[src/hw/rtl/banked_memory_and_port_decoder_assert.svh]
// Assertion macros for the memory paging and port decoder.
// Define ASSERT_OFF to compile the checks out.
`ifndef BANKED_MEMORY_AND_PORT_DECODER_ASSERT_SVH
`define BANKED_MEMORY_AND_PORT_DECODER_ASSERT_SVH

`ifndef ASSERT_OFF

// Check held outside reset
`define BMPD_ASSERT(label, clk, rst, prop) \
  label: assert property (@(posedge clk) disable iff (rst) prop) \
    else $error("bmpd assertion failed");

// Check that also holds during and right after reset
`define BMPD_ASSERT_RST(label, clk, prop) \
  label: assert property (@(posedge clk) prop) \
    else $error("bmpd reset assertion failed");

`else

`define BMPD_ASSERT(label, clk, rst, prop)
`define BMPD_ASSERT_RST(label, clk, prop)

`endif

`endif

[src/hw/rtl/bmpd_pkg.sv]
package bmpd_pkg;

  // Bus access kind
  typedef enum logic [1:0] {
    REQ_MEM_RD = 2'd0,
    REQ_MEM_WR = 2'd1,
    REQ_IO_RD  = 2'd2,
    REQ_IO_WR  = 2'd3
  } req_t;

  // Memory segment (address bits 15..14)
  localparam logic [1:0] SEG_ROM    = 2'd0;
  localparam logic [1:0] SEG_SCREEN = 2'd1;
  localparam logic [1:0] SEG_FIXED  = 2'd2;

  localparam logic [2:0] PAGE_SCREEN = 3'd5;
  localparam logic [2:0] PAGE_FIXED  = 3'd2;

  // Port decode
  localparam logic [7:0] PORT_ULA    = 8'hFE;
  localparam logic [7:0] PORT_JOY    = 8'h1F;
  localparam logic [7:0] PORT_PAGING = 8'hFD;
  localparam logic [7:0] HIGH_MAIN   = 8'h7F;
  localparam logic [7:0] HIGH_EXT    = 8'h1F;
  localparam logic [7:0] FLOAT_SET   = 8'hE0;
  localparam logic [7:0] FLOAT_CLR   = 8'h40;
  localparam logic [7:0] FLOAT_BYTE  = FLOAT_SET & ~FLOAT_CLR;
  localparam int         EAR_BIT     = 6;

  localparam int         KEY_ROWS    = 8;
  localparam logic [2:0] BORDER_RST  = 3'd7;

  // Paging latches and ULA output levels
  typedef struct packed {
    logic [2:0] ram_bank;
    logic       rom_low;
    logic       rom_high;
    logic       screen;
    logic       lock;
    logic       mode;
    logic [2:0] border;
    logic       speaker;
    logic       mic;
  } latch_t;

  // Power-on latch values: border 7, all else 0
  localparam latch_t LATCH_RST = '{ram_bank: 3'd0,
                                   rom_low:  1'b0,
                                   rom_high: 1'b0,
                                   screen:   1'b0,
                                   lock:     1'b0,
                                   mode:     1'b0,
                                   border:   BORDER_RST,
                                   speaker:  1'b0,
                                   mic:      1'b0};

  // One input word
  typedef struct packed {
    req_t        req_type;
    logic [15:0] address;
    logic [7:0]  write_data;
    logic [63:0] key_rows;
    logic [7:0]  joystick_byte;
    logic        ear_level;
  } item_t;

  // One result word
  typedef struct packed {
    logic        target_is_rom;
    logic [2:0]  target_page;
    logic [13:0] page_offset;
    logic        mem_write_enable;
    logic [7:0]  io_read_data;
    logic [2:0]  border_color;
    logic        speaker_level;
    logic        mic_level;
    logic        shadow_screen;
    logic        special_mode;
  } result_t;

endpackage

[src/hw/rtl/banked_memory_and_port_decoder.sv]
// Channel   Handshake                Payload
// request   req_valid / req_ready    req_type address write_data key_rows
//                                    joystick_byte ear_level
// response  rsp_valid / rsp_ready    target_is_rom target_page page_offset
//                                    mem_write_enable io_read_data border_color
//                                    speaker_level mic_level shadow_screen
//                                    special_mode
//
// A word passes an input register, then one decode pass into the
// response register. One word per cycle is taken while the response side
// keeps up. Latches update when a word moves from the input register to the
// response register. Reset clears both valid flags and sets the latches to
// their power-on values (border 7, all else 0). A stalled response holds the
// input register; req_ready drops only while both stages are full and stalled.
`include "banked_memory_and_port_decoder_assert.svh"

module banked_memory_and_port_decoder (
  input  logic        clk,
  input  logic        rst,
  input  logic        req_valid,
  output logic        req_ready,
  input  logic [1:0]  req_type,
  input  logic [15:0] address,
  input  logic [7:0]  write_data,
  input  logic [63:0] key_rows,
  input  logic [7:0]  joystick_byte,
  input  logic        ear_level,
  output logic        rsp_valid,
  input  logic        rsp_ready,
  output logic        target_is_rom,
  output logic [2:0]  target_page,
  output logic [13:0] page_offset,
  output logic        mem_write_enable,
  output logic [7:0]  io_read_data,
  output logic [2:0]  border_color,
  output logic        speaker_level,
  output logic        mic_level,
  output logic        shadow_screen,
  output logic        special_mode
);
  import bmpd_pkg::*;

  logic    in_valid;
  item_t   in_item;
  latch_t  latch;
  latch_t  latch_next;
  result_t result_next;
  result_t result;
  logic    advance;

  // Move the held word on when the response slot is free or being drained
  assign advance   = in_valid && (!rsp_valid || rsp_ready);
  assign req_ready = !in_valid || advance;

  // Input register
  always_ff @(posedge clk) begin
    if (rst) begin
      in_valid <= 1'b0;
    end else if (req_ready) begin
      in_valid <= req_valid;
    end
    if (req_valid && req_ready) begin
      in_item <= '{req_type:      req_t'(req_type),
                   address:       address,
                   write_data:    write_data,
                   key_rows:      key_rows,
                   joystick_byte: joystick_byte,
                   ear_level:     ear_level};
    end
  end

  bmpd_decode u_decode (
    .item       (in_item),
    .latch      (latch),
    .latch_next (latch_next),
    .result     (result_next)
  );

  // Paging latches
  always_ff @(posedge clk) begin
    if (rst) begin
      latch <= LATCH_RST;
    end else if (advance) begin
      latch <= latch_next;
    end
  end

  // Response register
  always_ff @(posedge clk) begin
    if (rst) begin
      rsp_valid <= 1'b0;
    end else if (!rsp_valid || rsp_ready) begin
      rsp_valid <= in_valid;
    end
    if (advance) begin
      result <= result_next;
    end
  end

  assign target_is_rom    = result.target_is_rom;
  assign target_page      = result.target_page;
  assign page_offset      = result.page_offset;
  assign mem_write_enable = result.mem_write_enable;
  assign io_read_data     = result.io_read_data;
  assign border_color     = result.border_color;
  assign speaker_level    = result.speaker_level;
  assign mic_level        = result.mic_level;
  assign shadow_screen    = result.shadow_screen;
  assign special_mode     = result.special_mode;

  // ROM is never written
  `BMPD_ASSERT(a_no_rom_write, clk, rst, rsp_valid && mem_write_enable |-> !target_is_rom)
  // Once locked, the main paging latch stays locked until reset
  `BMPD_ASSERT(a_lock_sticky, clk, rst, latch.lock |=> latch.lock)
  // A word in flight to a stalled response slot holds back the input side
  `BMPD_ASSERT(a_stall_backpressure, clk, rst, in_valid && rsp_valid && !rsp_ready |-> !req_ready)
  // Reset empties both stages
  `BMPD_ASSERT_RST(a_reset_empty, clk, rst |=> !in_valid && !rsp_valid)

endmodule

[src/hw/rtl/bmpd_decode.sv]
module bmpd_decode (
  input  bmpd_pkg::item_t   item,
  input  bmpd_pkg::latch_t  latch,
  output bmpd_pkg::latch_t  latch_next,
  output bmpd_pkg::result_t result
);
  import bmpd_pkg::*;

  logic [7:0] lo;
  logic [7:0] hi;
  logic [7:0] key_byte;
  logic       is_mem;
  logic       is_rom;
  logic [2:0] page;

  assign lo     = item.address[7:0];
  assign hi     = item.address[15:8];
  assign is_mem = (item.req_type == REQ_MEM_RD) || (item.req_type == REQ_MEM_WR);
  assign is_rom = (item.address[15:14] == SEG_ROM);

  // Page select from the top two address bits
  always_comb begin
    case (item.address[15:14])
      SEG_ROM:    page = {1'b0, latch.rom_high, latch.rom_low};
      SEG_SCREEN: page = PAGE_SCREEN;
      SEG_FIXED:  page = PAGE_FIXED;
      default:    page = latch.ram_bank;
    endcase
  end

  // Keyboard port: AND of rows whose high address line is low; bit 6 is cleared when ear is low and the high byte is FE
  always_comb begin
    key_byte = 8'hFF;
    if (hi == PORT_ULA && !item.ear_level) begin
      key_byte[EAR_BIT] = 1'b0;
    end
    for (int i = 0; i < KEY_ROWS; i++) begin
      if (!hi[i]) begin
        key_byte = key_byte & item.key_rows[8*i +: 8];
      end
    end
  end

  // Latch updates on io writes
  always_comb begin
    latch_next = latch;
    if (item.req_type == REQ_IO_WR) begin
      if (lo == PORT_ULA) begin
        latch_next.border  = item.write_data[2:0];
        latch_next.speaker = item.write_data[4];
        latch_next.mic     = item.write_data[3];
      end else if (lo == PORT_PAGING) begin
        if (hi == HIGH_MAIN) begin
          if (!latch.lock) begin
            latch_next.lock     = item.write_data[5];
            latch_next.rom_low  = item.write_data[4];
            latch_next.screen   = item.write_data[3];
            latch_next.ram_bank = item.write_data[2:0];
          end
        end else if (hi == HIGH_EXT) begin
          latch_next.mode     = item.write_data[0];
          latch_next.rom_high = item.write_data[2];
        end
      end
    end
  end

  // Result word; status fields show the latches after this access
  always_comb begin
    result                  = '0;
    result.target_is_rom    = is_mem && is_rom;
    result.target_page      = is_mem ? page : 3'd0;
    result.page_offset      = is_mem ? item.address[13:0] : 14'd0;
    result.mem_write_enable = (item.req_type == REQ_MEM_WR) && !is_rom;
    if (item.req_type == REQ_IO_RD) begin
      if (lo == PORT_ULA) begin
        result.io_read_data = key_byte;
      end else if (lo == PORT_JOY) begin
        result.io_read_data = item.joystick_byte;
      end else begin
        result.io_read_data = FLOAT_BYTE;
      end
    end
    result.border_color  = latch_next.border;
    result.speaker_level = latch_next.speaker;
    result.mic_level     = latch_next.mic;
    result.shadow_screen = latch_next.screen;
    result.special_mode  = latch_next.mode;
  end

endmodule
[config.mk]
export PLATFORM = sky130hd
export DESIGN_NAME = banked_memory_and_port_decoder
export DESIGN_NICKNAME = d
export VERILOG_FILES = /design/src/hw/rtl/bmpd_pkg.sv /design/src/hw/rtl/banked_memory_and_port_decoder.sv /design/src/hw/rtl/bmpd_decode.sv
export VERILOG_INCLUDE_DIRS = /design/src /design/src/hw/rtl
export SDC_FILE = /design/constraint.sdc
export NUM_CORES = 1
export LEC_CHECK = 0
export ABC_AREA = 1
export BUFFER_PORTS_ARGS = -buffer_cell sky130_fd_sc_hd__buf_2
export CAP_MARGIN = 15
export CORE_MARGIN = 3
export CORE_UTILIZATION = 35
export CTS_BUF_LIST = sky130_fd_sc_hd__clkbuf_4 sky130_fd_sc_hd__clkbuf_8
export DETAILED_ROUTE_END_ITERATION = 10
export GPL_TIMING_DRIVEN = 0
export PLACE_DENSITY_LB_ADDON = 0.25
export SYNTH_ARGS = -nofsm -noshare
export SYNTH_HDL_FRONTEND = slang
export SYNTH_SLANG_ARGS = --single-unit
export TNS_END_PERCENT = 30
[constraint.sdc]
create_clock -name clk -period 6.06 [get_ports clk]
set_clock_uncertainty 0.1 [all_clocks]
set_input_delay 1.212 -clock clk [delete_from_list [all_inputs] [get_ports clk]]
set_output_delay 1.212 -clock clk [all_outputs]
set_load 0.03 [all_outputs]
==> results.py <==
metrics = {
    "timing": {
        "max_slew_margin": 0.341,
        "final-setup-viol-count": 0,
        "fmax_mhz": 335,
        "final.setup.tns_ns": 0,
        "hold_viol": 0,
        "grt_setup_unrepaired": "false",
        "worst_pin_slew_ns": 0.989,
        "period_share": 0.492,
        "finalCriticalPeriod_ns": 2.98,
        "timing.final.max_slew_violations": 0,
    },
    "cts": {
        "ctsResizeCount": 0,
        "cts_buffers": 17,
        "clock_latency_ns": 0.44,
        "clockRootBuffer": "clkbuf_8",
        "cts_tree": "built",
        "cts.sinks": 146,
        "ctsHoldBuffers": 0,
        "h-tree-depth": 4,
        "post_cts_buffers": 0,
        "clock_path_buffers": 2,
        "cts.reportedPaths.clkPinSlew_ns": 0.08,
    },
    "route": {
        "num_vias": 3578,
        "routed_wl_microns": 12400,
        "ant_nets": 0,
        "firstDrtPassIters": 4,
        "via_per_inst": 4.45,
        "drtIter0Drc": 162,
        "wl_per_cell_microns": 15.4,
        "drcViolationCount": 0,
    },
    "placed_design": {
        "placed_cells": 772,
        "routabilityCongestion": 0.719,
        "dp_hpwl_microns": 8710,
        "port_buffers": 135,
    },
    "synthesis": {
        "netlist_area_sq_um": 5540,
        "yosysTopAreaCellShare": 0.711,
        "yosys.area.top_type": "edfxtp_1",
        "ys.warnings.count": 0,
        "seq_area_frac_synth": 0.765,
        "async_flop_share": 0,
        "synth_area_per_cell_sq_um": 13.0,
        "synth_flop_cell": "edfxtp_1",
        "synth.distinct_cells": 26,
        "synth-edff-count": 131,
        "syn_inst": 425,
        "synth_nets": 528,
        "netlist_top_cells_area": "edfxtp_1 (71%), dfxtp_1 (5.4%), nor2_1 (4.3%)",
        "ys_seq_elements": 146,
    },
    "die": {
        "die-height_microns": 132,
        "die_w_microns": 132,
        "ios": 139,
        "die-area_sq_um": 17400,
        "row_count": 45,
        "start_util": 0.362,
        "core_area_sq_um": 15300,
    },
    "min_path": {
        "hold_path_class": "reg -> reg",
    },
    "setup_path": {
        "arrival_ns": 1.67,
        "crit_fanout": 3,
        "crit_path_end_kind": "output pin",
        "worstPathRequired_ns": 4.75,
        "crit_path_start_kind": "input port",
        "path_class": "in -> out",
    },
    "global_route": {
        "antenna_found_initial": 1,
        "grt_pass1_wl_microns": 19300,
        "grt_max_degree": 72,
        "grt_pass1_vias": 3658,
        "grt.overflow.total": 0,
        "grtUsageTotal": 0.149,
    },
    "status": {
        "status": "finished clean",
    },
    "cells_and_area": {
        "final_common_cell": "buf_2",
        "layout_common_cells": "buf_2 (139), edfxtp_1 (131), nor2_1 (63), nand2_1 (61), inv_1 (39)",
        "syn_to_final_growth_pct": 24.2,
        "layout.cells.non_filler": 804,
        "fin_nets": 683,
        "layout-drive-gt1-share": 0.337,
        "diodes": 0,
    },
    "pwr": {
        "p_per_area_nw_per_um2": 297,
        "irDropWorstVdd_mv": 0.189,
        "total_leakage_power_nw": 2.77,
    },
    "job": {
        "cap_violations": 0,
    },
}
worst paths after layout:
path / start / to / slack [ns] / cells past startpoint
min reg2reg: latch[6] / latch[6] / 0.38 / 2
min: latch[6] / latch[6] / 0.38 / 2
max reg2reg: rsp_valid / latch[1] / 4.06 / 7
max: rsp_ready / req_ready / 3.08 / 4
cell type report:
type,count,area [sq um]
repair buffers,136,703
inverters,43,165
clock buffers,17,234
clock inverters,15,134
fillers,1481,8440
well taps,211,264
multi-input cells,222,1040
plain buffers,14,95.1
flip-flops and latches,146,4230
worst max-delay path, cell delays in order:
cell and delay (ns):
buf_2 0.10, inv_1 0.06, nand3_1 0.10, buf_2 0.20
cells by family after synthesis:
kind of cell | Yosys count | synth area share
flops | 146 | 0.765
simple gates | 170 | 0.135
buf+inv | 57 | 0.0466
compound gates | 52 | 0.0536
per-layer routing:
layer | global-route usage | share of wire | up-vias
met1 | 0.182 | 0.43 | 1655
met5 | 0 | 0.0011 | -
met2 | 0.240 | 0.48 | 121
met3 | 0.0592 | 0.072 | 16
li1 | - | - | 1784
met4 | 0.0531 | 0.016 | 2
through the flow:
step                       util  hold WS (ns)  power (mW)  instance area [sq um]  worst slack [ns]
after floorplan               -         0.341        1.29                   5540              1.98
after global placement    0.423         0.350        1.36                   6480              1.28
after detailed placement  0.425         0.358        1.36                   6510              3.02
after CTS                 0.449         0.383        2.07                   6870              3.06
after global routing      0.449         0.405        2.14                   6870              3.01
final                     0.449         0.378        2.04                   6870              3.08
where the power goes:
group / switching (mW) / internal [mW] / total, mW
Sequential: 0.0169 / 1.16 / 1.17
Combinational: 0.105 / 0.0564 / 0.161
Clock: 0.378 / 0.327 / 0.705
Total: 0.500 / 1.54 / 2.04
registers in the layout, indices dropped and copies added, names as in the netlist:
name	count
target_page	3
in_item	97
special_mode	1
border_color	3
target_is_rom	1
latch	13
rsp_valid	1
in_valid	1
mem_write_enable	1
mic_level	1
speaker_level	1
io_read_data	8
shadow_screen	1
page_offset	14
cells in the mapped netlist (3+ instances only):
| library cell | count |
|---|---|
| a21oi_1 | 24 |
| buf_2 | 4 |
| buf_4 | 6 |
| dfxtp_1 | 15 |
| edfxtp_1 | 131 |
| inv_1 | 40 |
| nand2_1 | 61 |
| nand2_2 | 3 |
| nand3_1 | 18 |
| nor2_1 | 63 |
| nor2_2 | 3 |
| nor2_4 | 3 |
| nor3_1 | 10 |
| o21ai_0 | 9 |
| o21ai_2 | 3 |
| o22ai_1 | 14 |
(Power assumes the default switching activity.)
